### config.mk
export PLATFORM = sky130hd
export DESIGN_NAME = label_histogram_majority_top
export DESIGN_NICKNAME = d
export VERILOG_FILES = /design/src/rtl/lhm_pkg.sv /design/src/rtl/lhm_front.sv /design/src/rtl/lhm_est.sv /design/src/rtl/lhm_back.sv /design/src/rtl/label_histogram_majority_top.sv
export SDC_FILE = /design/constraint.sdc
export NUM_CORES = 2
export LEC_CHECK = 0
export BUFFER_PORTS_ARGS = -buffer_cell sky130_fd_sc_hd__buf_2
export CORE_MARGIN = 2
export CORE_UTILIZATION = 55
export CTS_BUF_LIST = sky130_fd_sc_hd__clkbuf_8
export DETAILED_ROUTE_END_ITERATION = 8
export PLACE_DENSITY = 0.71
export REMOVE_ABC_BUFFERS = 1
export SYNTH_ARGS = -nofsm -noshare
export SYNTH_HDL_FRONTEND = slang
export SYNTH_SLANG_ARGS = --single-unit
### constraint.sdc
create_clock -name clk -period 12.9 [get_ports clk]
set_clock_uncertainty 0.1 [all_clocks]
set_input_delay 0.645 -clock clk [delete_from_list [all_inputs] [get_ports clk]]
set_output_delay 0.645 -clock clk [all_outputs]
set_load 0.05 [all_outputs]
### src/rtl/lhm_pkg.sv
`timescale 1ns / 1ps
package lhm_pkg;

    localparam int NUM_LABELS_DEF = 16;
    localparam int COUNT_BITS_DEF = 24;

    localparam logic [1:0] OP_ADD   = 2'd0;
    localparam logic [1:0] OP_CLEAR = 2'd1;
    localparam logic [1:0] OP_QUERY = 2'd2;

    // z = 0.69 folded into fixed point: z^2/4 in Q.32, z^2/2 scaled by 1e4 in Q.16,
    // z scaled by 1e4, z^2 scaled by 1e4, and the scale 1e4 in Q.16.
    localparam logic [63:0] ZSQ4_Q32   = (64'd119025 << 32) / 64'd1000000;
    localparam logic [63:0] HALF_ZSQ_K = 64'd156008448;
    localparam logic [63:0] Z_K        = 64'd6900;
    localparam logic [63:0] ZSQ_K      = 64'd4761;
    localparam logic [63:0] SCALE_Q16  = 64'd655360000;
    localparam logic [63:0] N_SCALE    = 64'd10000;
    localparam logic [16:0] EST_MAX    = 17'd65536;

    typedef struct packed {
        logic [1:0]  opcode;
        logic [3:0]  label_id;
        logic [15:0] add_count;
    } req_t;

    typedef struct packed {
        logic [23:0] label_count;
        logic [23:0] total_rows;
        logic [4:0]  distinct_labels;
        logic        single_label;
        logic        majority_valid;
        logic [3:0]  majority_label;
        logic [23:0] majority_count;
        logic [23:0] minority_count;
        logic [16:0] error_estimate;
    } rsp_t;

    typedef enum logic [1:0] {
        B_IDLE,
        B_EXEC,
        B_SUM,
        B_WAIT
    } back_state_t;

    typedef enum logic [2:0] {
        E_IDLE,
        E_MUL,
        E_PRE,
        E_DIV1,
        E_SQRT,
        E_NUM,
        E_SUM,
        E_DIV2
    } est_state_t;

    typedef struct packed {
        logic busy;
        logic done;
    } est_status_t;

endpackage

### src/rtl/lhm_front.sv
`timescale 1ns / 1ps
module lhm_front
(
    input  logic          clk,
    input  logic          rst_n,
    input  logic          req_valid,
    output logic          req_stall,
    input  lhm_pkg::req_t req,
    output logic          q_valid,
    output lhm_pkg::req_t q_item,
    input  logic          q_pop
);

    lhm_pkg::req_t entry_reg [2];
    logic          wr_ptr_reg, wr_ptr_next;
    logic          rd_ptr_reg, rd_ptr_next;
    logic [1:0]    cnt_reg, cnt_next;
    logic          push;

    assign req_stall = (cnt_reg == 2'd2);
    assign push      = req_valid && !req_stall;
    assign q_valid   = (cnt_reg != 2'd0);
    assign q_item    = entry_reg[rd_ptr_reg];

    always_comb
    begin
        wr_ptr_next = push  ? ~wr_ptr_reg : wr_ptr_reg;
        rd_ptr_next = q_pop ? ~rd_ptr_reg : rd_ptr_reg;
        cnt_next    = cnt_reg + {1'b0, push} - {1'b0, q_pop};
    end

    always_ff @(posedge clk or negedge rst_n)
    begin
        if (!rst_n)
        begin
            wr_ptr_reg <= 1'b0;
            rd_ptr_reg <= 1'b0;
            cnt_reg    <= 2'd0;
        end
        else
        begin
            wr_ptr_reg <= wr_ptr_next;
            rd_ptr_reg <= rd_ptr_next;
            cnt_reg    <= cnt_next;
        end
    end

    always_ff @(posedge clk)
    begin
        if (push)
        begin
            entry_reg[wr_ptr_reg] <= req;
        end
    end

    a_pop_nonempty: assert property (@(posedge clk) disable iff (!rst_n)
        q_pop |-> cnt_reg != 2'd0)
        else $error("queue popped while empty");
    a_no_overflow: assert property (@(posedge clk) disable iff (!rst_n)
        cnt_reg == 2'd2 && !q_pop |=> cnt_reg == 2'd2)
        else $error("queue count lost an item while full");

endmodule

### src/rtl/lhm_est.sv
`timescale 1ns / 1ps
module lhm_est
#(
    parameter int COUNT_BITS = lhm_pkg::COUNT_BITS_DEF
)
(
    input  logic                    clk,
    input  logic                    rst_n,
    input  logic                    start,
    input  logic [COUNT_BITS-1:0]   m,
    input  logic [COUNT_BITS-1:0]   n,
    output lhm_pkg::est_status_t    status,
    output logic [16:0]             est
);

    localparam int CB    = COUNT_BITS;
    localparam int YW    = 2 * CB;
    localparam int SHW   = CB + 30;
    localparam int DENW  = CB + 14;
    localparam int C1W   = $clog2(SHW);

    lhm_pkg::est_state_t state_reg, state_next;

    logic [CB-1:0]    m_reg, n_reg;
    logic [YW-1:0]    y_reg;
    logic [CB-1:0]    rem1_reg;
    logic [SHW-1:0]   sh1_reg;
    logic [63:0]      q1_reg;
    logic [63:0]      sx_reg;
    logic [33:0]      srem_reg;
    logic [31:0]      sroot_reg;
    logic [63:0]      pm_reg, ps_reg;
    logic [DENW-1:0]  den_reg;
    logic [DENW-1:0]  rem2_reg;
    logic [17:0]      sh2_reg;
    logic [17:0]      q2_reg;
    logic [C1W-1:0]   cnt_reg;

    logic [CB:0]      t1;
    logic             b1;
    logic [35:0]      sr2, st;
    logic             sb;
    logic [DENW:0]    t2;
    logic             b2;
    logic [63:0]      num;
    logic [63:0]      den_full;
    logic [63:0]      q1_new;
    logic [17:0]      q2_new;

    always_comb
    begin
        t1       = {rem1_reg, sh1_reg[SHW-1]};
        b1       = (t1 >= {1'b0, n_reg});
        q1_new   = {q1_reg[62:0], b1};
        sr2      = {srem_reg, sx_reg[63:62]};
        st       = {2'b00, sroot_reg, 2'b01};
        sb       = (sr2 >= st);
        t2       = {rem2_reg, sh2_reg[17]};
        b2       = (t2 >= {1'b0, den_reg});
        q2_new   = {q2_reg[16:0], b2};
        num      = pm_reg + ps_reg + lhm_pkg::HALF_ZSQ_K;
        den_full = 64'(n_reg) * lhm_pkg::N_SCALE + lhm_pkg::ZSQ_K;
    end

    always_comb
    begin
        state_next = state_reg;
        unique case (state_reg)
            lhm_pkg::E_IDLE: if (start) state_next = lhm_pkg::E_MUL;
            lhm_pkg::E_MUL:  state_next = lhm_pkg::E_PRE;
            lhm_pkg::E_PRE:  state_next = lhm_pkg::E_DIV1;
            lhm_pkg::E_DIV1: if (cnt_reg == '0) state_next = lhm_pkg::E_SQRT;
            lhm_pkg::E_SQRT: if (cnt_reg == '0) state_next = lhm_pkg::E_NUM;
            lhm_pkg::E_NUM:  state_next = lhm_pkg::E_SUM;
            lhm_pkg::E_SUM:  state_next = lhm_pkg::E_DIV2;
            lhm_pkg::E_DIV2: if (cnt_reg == '0) state_next = lhm_pkg::E_IDLE;
            default:         state_next = lhm_pkg::E_IDLE;
        endcase
    end

    always_comb
    begin
        status.busy = (state_reg != lhm_pkg::E_IDLE);
        status.done = (state_reg == lhm_pkg::E_DIV2) && (cnt_reg == '0);
    end

    always_ff @(posedge clk or negedge rst_n)
    begin
        if (!rst_n)
        begin
            state_reg <= lhm_pkg::E_IDLE;
        end
        else
        begin
            state_reg <= state_next;
        end
    end

    always_ff @(posedge clk)
    begin
        case (state_reg)
            lhm_pkg::E_IDLE:
            begin
                m_reg <= m;
                n_reg <= n;
            end
            lhm_pkg::E_MUL:
            begin
                y_reg   <= YW'(m_reg) * YW'(n_reg - m_reg);
                den_reg <= den_full[DENW-1:0];
            end
            lhm_pkg::E_PRE:
            begin
                // The integer part of y/n does not exceed n/4, so the top bits already fit.
                rem1_reg <= y_reg[YW-3:CB-2];
                sh1_reg  <= {y_reg[CB-3:0], 32'd0};
                q1_reg   <= '0;
                cnt_reg  <= C1W'(SHW - 1);
            end
            lhm_pkg::E_DIV1:
            begin
                if (b1)
                begin
                    rem1_reg <= CB'(t1 - {1'b0, n_reg});
                end
                else
                begin
                    rem1_reg <= t1[CB-1:0];
                end
                sh1_reg <= {sh1_reg[SHW-2:0], 1'b0};
                q1_reg  <= q1_new;
                if (cnt_reg == '0)
                begin
                    sx_reg    <= q1_new + lhm_pkg::ZSQ4_Q32;
                    srem_reg  <= '0;
                    sroot_reg <= '0;
                    cnt_reg   <= C1W'(31);
                end
                else
                begin
                    cnt_reg <= cnt_reg - C1W'(1);
                end
            end
            lhm_pkg::E_SQRT:
            begin
                if (sb)
                begin
                    srem_reg  <= 34'(sr2 - st);
                    sroot_reg <= {sroot_reg[30:0], 1'b1};
                end
                else
                begin
                    srem_reg  <= sr2[33:0];
                    sroot_reg <= {sroot_reg[30:0], 1'b0};
                end
                sx_reg  <= {sx_reg[61:0], 2'b00};
                cnt_reg <= cnt_reg - C1W'(1);
            end
            lhm_pkg::E_NUM:
            begin
                pm_reg <= 64'(m_reg) * lhm_pkg::SCALE_Q16;
                ps_reg <= 64'(sroot_reg) * lhm_pkg::Z_K;
            end
            lhm_pkg::E_SUM:
            begin
                // The quotient stays below 2^18, so num >> 18 is already below den.
                rem2_reg <= num[DENW+17:18];
                sh2_reg  <= num[17:0];
                q2_reg   <= '0;
                cnt_reg  <= C1W'(17);
            end
            lhm_pkg::E_DIV2:
            begin
                if (b2)
                begin
                    rem2_reg <= DENW'(t2 - {1'b0, den_reg});
                end
                else
                begin
                    rem2_reg <= t2[DENW-1:0];
                end
                sh2_reg <= {sh2_reg[16:0], 1'b0};
                q2_reg  <= q2_new;
                cnt_reg <= cnt_reg - C1W'(1);
            end
            default:
            begin
            end
        endcase
    end

    // The estimate is taken in the cycle that done is high, from the last quotient bit.
    assign est = (q2_new > 18'(lhm_pkg::EST_MAX)) ? lhm_pkg::EST_MAX : q2_new[16:0];

endmodule

### src/rtl/lhm_back.sv
`timescale 1ns / 1ps
module lhm_back
#(
    parameter int NUM_LABELS = lhm_pkg::NUM_LABELS_DEF,
    parameter int COUNT_BITS = lhm_pkg::COUNT_BITS_DEF
)
(
    input  logic          clk,
    input  logic          rst_n,
    input  logic          q_valid,
    input  lhm_pkg::req_t q_item,
    output logic          q_pop,
    output logic          rsp_valid,
    input  logic          rsp_stall,
    output lhm_pkg::rsp_t rsp
);

    localparam int CB = COUNT_BITS;
    localparam int IW = (NUM_LABELS > 2) ? $clog2(NUM_LABELS) : 1;
    localparam int DW = $clog2(NUM_LABELS + 1);
    localparam int SW = ((CB > 16) ? CB : 16) + 1;
    localparam logic [SW-1:0] CMAX = SW'({CB{1'b1}});

    lhm_pkg::back_state_t state_reg, state_next;

    logic [CB-1:0]         counts_reg [NUM_LABELS];
    logic [NUM_LABELS-1:0] present_reg;
    logic [CB-1:0]         total_reg;
    logic [IW-1:0]         best_label_reg;
    logic [CB-1:0]         best_count_reg;
    logic [DW-1:0]         dist_reg;
    lhm_pkg::req_t         item_reg;
    lhm_pkg::rsp_t         rsp_reg;
    logic                  out_full_reg;

    logic [7:0]    label_ext;
    logic [IW-1:0] idx;
    logic          in_range;
    logic [CB-1:0] old_count;
    logic [SW-1:0] lab_sum, tot_sum;
    logic [CB-1:0] new_count, new_total;
    logic          any;
    logic [CB-1:0] minority;
    logic          need_est;
    logic          est_start;
    lhm_pkg::est_status_t est_status;
    logic [16:0]   est_val;
    logic [31:0]   lc32, tot32, best32, min32;
    logic [8:0]    dist9;
    logic [7:0]    best8;

    assign label_ext = {4'd0, item_reg.label_id};
    assign idx       = label_ext[IW-1:0];
    assign in_range  = (9'(item_reg.label_id) < 9'(NUM_LABELS));

    always_comb
    begin
        old_count = present_reg[idx] ? counts_reg[idx] : '0;
        lab_sum   = SW'(old_count) + SW'(item_reg.add_count);
        tot_sum   = SW'(total_reg) + SW'(item_reg.add_count);
        new_count = (lab_sum > CMAX) ? CB'(CMAX) : lab_sum[CB-1:0];
        new_total = (tot_sum > CMAX) ? CB'(CMAX) : tot_sum[CB-1:0];
        any       = (dist_reg != '0);
        minority  = (any && total_reg >= best_count_reg) ? total_reg - best_count_reg : '0;
        need_est  = any && (total_reg != '0);
        lc32      = 32'((in_range && present_reg[idx]) ? counts_reg[idx] : '0);
        tot32     = 32'(total_reg);
        best32    = 32'(any ? best_count_reg : '0);
        min32     = 32'(minority);
        dist9     = 9'(dist_reg);
        best8     = 8'(any ? best_label_reg : '0);
    end

    always_comb
    begin
        state_next = state_reg;
        unique case (state_reg)
            lhm_pkg::B_IDLE: if (q_valid && !out_full_reg) state_next = lhm_pkg::B_EXEC;
            lhm_pkg::B_EXEC: state_next = lhm_pkg::B_SUM;
            lhm_pkg::B_SUM:  state_next = need_est ? lhm_pkg::B_WAIT : lhm_pkg::B_IDLE;
            lhm_pkg::B_WAIT: if (est_status.done) state_next = lhm_pkg::B_IDLE;
            default:         state_next = lhm_pkg::B_IDLE;
        endcase
    end

    always_comb
    begin
        q_pop     = (state_reg == lhm_pkg::B_IDLE) && q_valid && !out_full_reg;
        est_start = (state_reg == lhm_pkg::B_SUM) && need_est;
    end

    always_ff @(posedge clk or negedge rst_n)
    begin
        if (!rst_n)
        begin
            state_reg      <= lhm_pkg::B_IDLE;
            present_reg    <= '0;
            total_reg      <= '0;
            best_label_reg <= '0;
            best_count_reg <= '0;
            dist_reg       <= '0;
            out_full_reg   <= 1'b0;
        end
        else
        begin
            state_reg <= state_next;
            if (state_reg == lhm_pkg::B_EXEC)
            begin
                if (item_reg.opcode == lhm_pkg::OP_ADD && in_range)
                begin
                    present_reg[idx] <= 1'b1;
                    total_reg        <= new_total;
                    if (!present_reg[idx])
                    begin
                        dist_reg <= dist_reg + DW'(1);
                    end
                    // Counts only grow, so the majority can only move to this label.
                    if (dist_reg == '0 || idx == best_label_reg || new_count > best_count_reg
                        || (new_count == best_count_reg && idx < best_label_reg))
                    begin
                        best_label_reg <= idx;
                        best_count_reg <= new_count;
                    end
                end
                else if (item_reg.opcode == lhm_pkg::OP_CLEAR)
                begin
                    present_reg    <= '0;
                    total_reg      <= '0;
                    best_label_reg <= '0;
                    best_count_reg <= '0;
                    dist_reg       <= '0;
                end
            end
            if ((state_reg == lhm_pkg::B_SUM && !need_est)
                || (state_reg == lhm_pkg::B_WAIT && est_status.done))
            begin
                out_full_reg <= 1'b1;
            end
            else if (!rsp_stall)
            begin
                out_full_reg <= 1'b0;
            end
        end
    end

    always_ff @(posedge clk)
    begin
        if (q_pop)
        begin
            item_reg <= q_item;
        end
        if (state_reg == lhm_pkg::B_EXEC && item_reg.opcode == lhm_pkg::OP_ADD && in_range)
        begin
            counts_reg[idx] <= new_count;
        end
        if (state_reg == lhm_pkg::B_SUM)
        begin
            rsp_reg.label_count     <= lc32[23:0];
            rsp_reg.total_rows      <= tot32[23:0];
            rsp_reg.distinct_labels <= dist9[4:0];
            rsp_reg.single_label    <= (dist_reg == DW'(1));
            rsp_reg.majority_valid  <= any;
            rsp_reg.majority_label  <= best8[3:0];
            rsp_reg.majority_count  <= best32[23:0];
            rsp_reg.minority_count  <= min32[23:0];
            rsp_reg.error_estimate  <= '0;
        end
        if (state_reg == lhm_pkg::B_WAIT && est_status.done)
        begin
            rsp_reg.error_estimate <= est_val;
        end
    end

    assign rsp_valid = out_full_reg;
    assign rsp       = rsp_reg;

    lhm_est #(
        .COUNT_BITS (COUNT_BITS)
    ) u_est (
        .clk    (clk),
        .rst_n  (rst_n),
        .start  (est_start),
        .m      (minority),
        .n      (total_reg),
        .status (est_status),
        .est    (est_val)
    );

    a_done_when_waiting: assert property (@(posedge clk) disable iff (!rst_n)
        est_status.done |-> state_reg == lhm_pkg::B_WAIT)
        else $error("estimate finished with no item waiting for it");
    a_distinct_matches: assert property (@(posedge clk) disable iff (!rst_n)
        (dist_reg == '0) == (present_reg == '0))
        else $error("distinct count disagrees with presence bits");
    a_best_le_total: assert property (@(posedge clk) disable iff (!rst_n)
        best_count_reg <= total_reg)
        else $error("majority count exceeds total");
    a_start_idle: assert property (@(posedge clk) disable iff (!rst_n)
        est_start |-> !est_status.busy)
        else $error("estimate started while busy");

endmodule

### src/rtl/label_histogram_majority_top.sv
`timescale 1ns / 1ps
// Class-label statistics for one decision-tree node. Each request item carries an
// opcode (add, clear, query), a label id and an add amount; each produces exactly one
// response item with the addressed count, the saturating total, the number of distinct
// labels, the majority label and count (lowest id on ties), the minority count and the
// pessimistic error bound for z = 0.69 in unsigned Q1.16. A two-entry queue takes
// requests while the back end works. Once the back end takes an item, it executes it and
// registers the response fields; the response is valid once they are registered when the
// store is empty or the total is zero, and otherwise once the bit-serial estimate unit
// finishes: a long division of m(N-m)*2^32 by N, a 32-step square root and an 18-bit
// final division. The next item is taken in the cycle after the response leaves, so the
// back end works on one item at a time.
module label_histogram_majority_top
#(
    parameter int NUM_LABELS = lhm_pkg::NUM_LABELS_DEF,
    parameter int COUNT_BITS = lhm_pkg::COUNT_BITS_DEF
)
(
    input  logic          clk,
    input  logic          rst_n,
    input  logic          req_valid,
    output logic          req_stall,
    input  lhm_pkg::req_t req,
    output logic          rsp_valid,
    input  logic          rsp_stall,
    output lhm_pkg::rsp_t rsp
);

    logic          q_valid;
    logic          q_pop;
    lhm_pkg::req_t q_item;

    lhm_front u_front (
        .clk       (clk),
        .rst_n     (rst_n),
        .req_valid (req_valid),
        .req_stall (req_stall),
        .req       (req),
        .q_valid   (q_valid),
        .q_item    (q_item),
        .q_pop     (q_pop)
    );

    lhm_back #(
        .NUM_LABELS (NUM_LABELS),
        .COUNT_BITS (COUNT_BITS)
    ) u_back (
        .clk       (clk),
        .rst_n     (rst_n),
        .q_valid   (q_valid),
        .q_item    (q_item),
        .q_pop     (q_pop),
        .rsp_valid (rsp_valid),
        .rsp_stall (rsp_stall),
        .rsp       (rsp)
    );

endmodule
==> run summary <==
Initial antenna violation count = 8
GRT Overall Usage = 27.7%
CP Class = reg2reg
Sink Count = 1178
FMAX = 0.0891 GHz
Cell depth of the worst hold path = 2
Post-detail-place hpwl = 168 mm
RSZ-0062 raised after global routing = no
TritonRoute pass-1 iters = 7
Yosys reg bits = 1178
Die height = 411 µm
Initial DRC Count = 5208
Ports = 152
Data required, critical path = 13500 ps
First-pass GRT wire length = 360 mm
LEAKAGE = 44.5 nW
Share of flip-flops with an asynchronous set or reset = 7.05%
Synth top area cells = edfxtp_1 (36%), fa_1 (18%), ha_1 (11%), inv_1 (5.4%), nand2_1 (3.2%)
Setup tns final = 0 ps
Tmin final = 11230 ps
Post-synth top area cell = edfxtp_1
Max Buffers Root-to-Sink = 3
Slew margin rel. = 13.5%
# resized after CTS = 0
Final worst-path cycle share = 87.0%
FF-to-FF path depth = 32
Crit. End Element = flop
Critical path's largest stage delay = 600 ps
Yosys top cell area share = 36.1%
Worst-path clk slew = 70 ps
Core Box Area = 165000 µm²
CP dominant cell by count = fa_1
Routed vias/inst = 5.77
Delay-heaviest family, CP = adder cells
Netlist cell types = 91
Sequential fraction of the synthesis area = 38.3%
Clk_lat worst skew = 980 ps
DP Area = 94900 µm²
Status = complete, no violations
GR Overflow Total = 0
Die area = 169000 µm²
Top_reg_cell synth = edfxtp_1
Port Buffers = 151
Die W = 411 µm
Worst slew pin tran = 1290 ps
Layout fillers = 13500
Number of synthesized flops with an enable pin = 1095
Post-Syn Instances = 8183
Power density over the cells = 166 nW/µm²
DR vias = 62200
Fin nets = 10100
GP Congestion = 0.946
Starting Density = 55.3%
Total CTS buffers = 195
Routed Antenna Nets = 0
Worst Hold Class = in2reg
Clk root buf = clkbuf_8
CP startpoint kind = flop
Area growth syn-to-layout = 8.62%
Worst Path Buf+Inv = 4
Total number of yosys warnings = 0
Fin. Hold Viols = 0
Peak supply drop = 0.000238 V
CTS tree = done
Tightest hold margin = 317 ps
Max reg flops = 384
Sequential cell area = 35000 µm²
Critical path fanouts, max = 29
FP Rows = 149
Max-Cap Viols = 0
Share of cells above drive strength 1 = 8.91%
Synthesized area = 91200 µm²
Endpoints failing setup = 0
Multi-input logic area = 50700 µm²
Vias in the first global route = 63900
Routed WL per cell = 21.3 µm
Slowest cell on crit path = a221oi_1
Final wirelength = 230 mm
Largest net degree at the start of global routing = 95
H-tree depth = 4
Syn_area_per_cell = 11.1 µm²
Layout Cell Area excl Fill = 99000 µm²
DRC = 0
WP depth = 32
Pins Over Slew Limit = 0
Crit path DAT = 11830 ps
==> synthesized netlist by cell type (54+ instances only) <==
| cell | instances |
|---|---|
| edfxtp_1 | 1095 |
| clkbuf_1 | 208 |
| mux2i_1 | 64 |
| inv_1 | 1309 |
| and3_1 | 107 |
| dfrtp_1 | 83 |
| a21o_1 | 149 |
| xnor2_1 | 269 |
| a21oi_1 | 297 |
| nor2b_1 | 78 |
| ha_1 | 801 |
| nand3_1 | 100 |
| a211oi_1 | 54 |
| and2_1 | 224 |
| nor2_1 | 504 |
| nand2b_1 | 57 |
| nand2_1 | 779 |
| nor3_1 | 114 |
| o21a_1 | 66 |
| fa_1 | 798 |
| xor2_1 | 129 |
| o21ai_0 | 236 |
| mux4_2 | 124 |
==> final cells by class <==
type,instances,share of cell area [%]
multi-input cells,5455,51.2
flip-flops and latches,1178,35.3
inverters,1310,4.97
clock buffers,202,2.81
well taps,2189,2.77
repair buffers,285,1.89
clock inverters,152,1.07
diodes,8,0.0202
==> worst register-to-register path: cells and delay by family, from the launching register on <==
kind | cells | cell delay [ps]
AOI/OAI and AO/OA | 15 | 4170
and+or+nand+nor | 3 | 780
buffers and inverters | 4 | 720
DFF | 1 | 320
xor gates and xnor gates | 1 | 350
adders and majority gates | 9 | 4550
==> placed cells by master, fill, tap and decap left out, types with 24 or more instances in the layout <==
cell type	netlist	layout
inv_1	1309	1341
edfxtp_1	1095	1095
ha_1	801	801
fa_1	798	798
nand2_1	779	775
nor2_1	504	487
a21oi_1	297	296
xnor2_1	269	258
o21ai_0	236	234
and2_1	224	223
clkbuf_8	0	202
buf_2	11	150
a21o_1	149	149
xor2_1	129	129
mux4_2	124	124
nor3_1	114	108
and3_1	107	107
buf_4	2	106
nand3_1	100	100
dfrtp_1	83	83
nor2b_1	78	77
o21a_1	66	66
mux2i_1	64	63
clkinv_1	1	58
nand2b_1	57	57
a211oi_1	54	54
o21bai_1	52	52
a31oi_1	46	46
nand4_1	42	42
clkinv_2	0	31
mux2_2	27	27
nor4_1	28	26
or3_1	26	26
dlygate4sd3_1	0	26
o211ai_1	25	25
o31ai_1	24	24
==> per-stage QoR <==
| step | power [mW] | std cells | util, % | setup slack [ps] |
|---|---|---|---|---|
| after floorplan | 11.1 | 7943 | - | 62.3 |
| after global placement | 12.9 | 10400 | 57.6 | 2000 |
| after detailed placement | 13.1 | 10400 | 57.6 | 1790 |
| after CTS | 16.5 | 10800 | 60.1 | 1760 |
| after global routing | 17.4 | 10800 | 60.1 | 1060 |
| final | 16.5 | 10800 | 60.1 | 1670 |
==> path summary, 6_finish.rpt <==
| kind | from | endpoint | slack [ps] |
|---|---|---|---|
| max in group asynchronous | rst_n | u_back.total_reg[12]$_DFFE_PN0P_ | 11120 |
| min in group asynchronous | rst_n | u_back.present_reg[8]$_DFFE_PN0P_ | 650 |
| setup / recovery | u_back.u_est.m_reg[1]$_DFFE_PN_ | u_back.u_est.y_reg[45]$_DFFE_PP_ | 1670 |
| setup reg to reg | u_back.u_est.m_reg[1]$_DFFE_PN_ | u_back.u_est.y_reg[45]$_DFFE_PP_ | 1670 |
| hold reg to reg | u_back.u_est.sh1_reg[49]$_DFFE_PP_ | u_back.u_est.sh1_reg[50]$_DFFE_PP_ | 390 |
| hold / removal | req[21] | u_front.entry_reg[0][21]$_DFFE_PP_ | 320 |
==> power breakdown <==
group | leakage (nW) | total, mW | switching [mW] | internal [mW]
Sequential | 11.4 | 6.27 | 0.489 | 5.78
Combinational | 31.0 | 6.89 | 4.51 | 2.38
Clock | 2.08 | 3.32 | 1.65 | 1.67
==> repair_timing <==
| item | 4_1_cts | 5_1_grt |
|---|---|---|
| hold buffers | 27 | 0 |
| endpoints found under the hold margin | 73 | 0 |
| buffers inserted | 0 | 0 |
==> routing by layer <==
layer  GRT usage (%)  part of all wire (%)
met3            4.55                   7.1
met2            45.3                    47
met4            11.4                   4.3
met5               0                 0.016
met1            36.9                    41
==> logic make-up (layout without fill, tap and decap cells) <==
| kind of cell | after synthesis | in the layout | synth area share, % |
|---|---|---|---|
| and+or+nand+nor | 2144 | 2144 | 11.1 |
| adders and majority gates | 1599 | 1599 | 28.5 |
| buffers and inverters | 1550 | 1949 | 6.41 |
| DFF | 1178 | 1178 | 38.3 |
| AOI/OAI and AO/OA | 1097 | 1097 | 7.71 |
| xor gates and xnor gates | 399 | 399 | 3.85 |
| muxes | 216 | 216 | 4.12 |
| other | 0 | 8 | 0 |
Note: power is estimated with default switching activity, not from simulation.
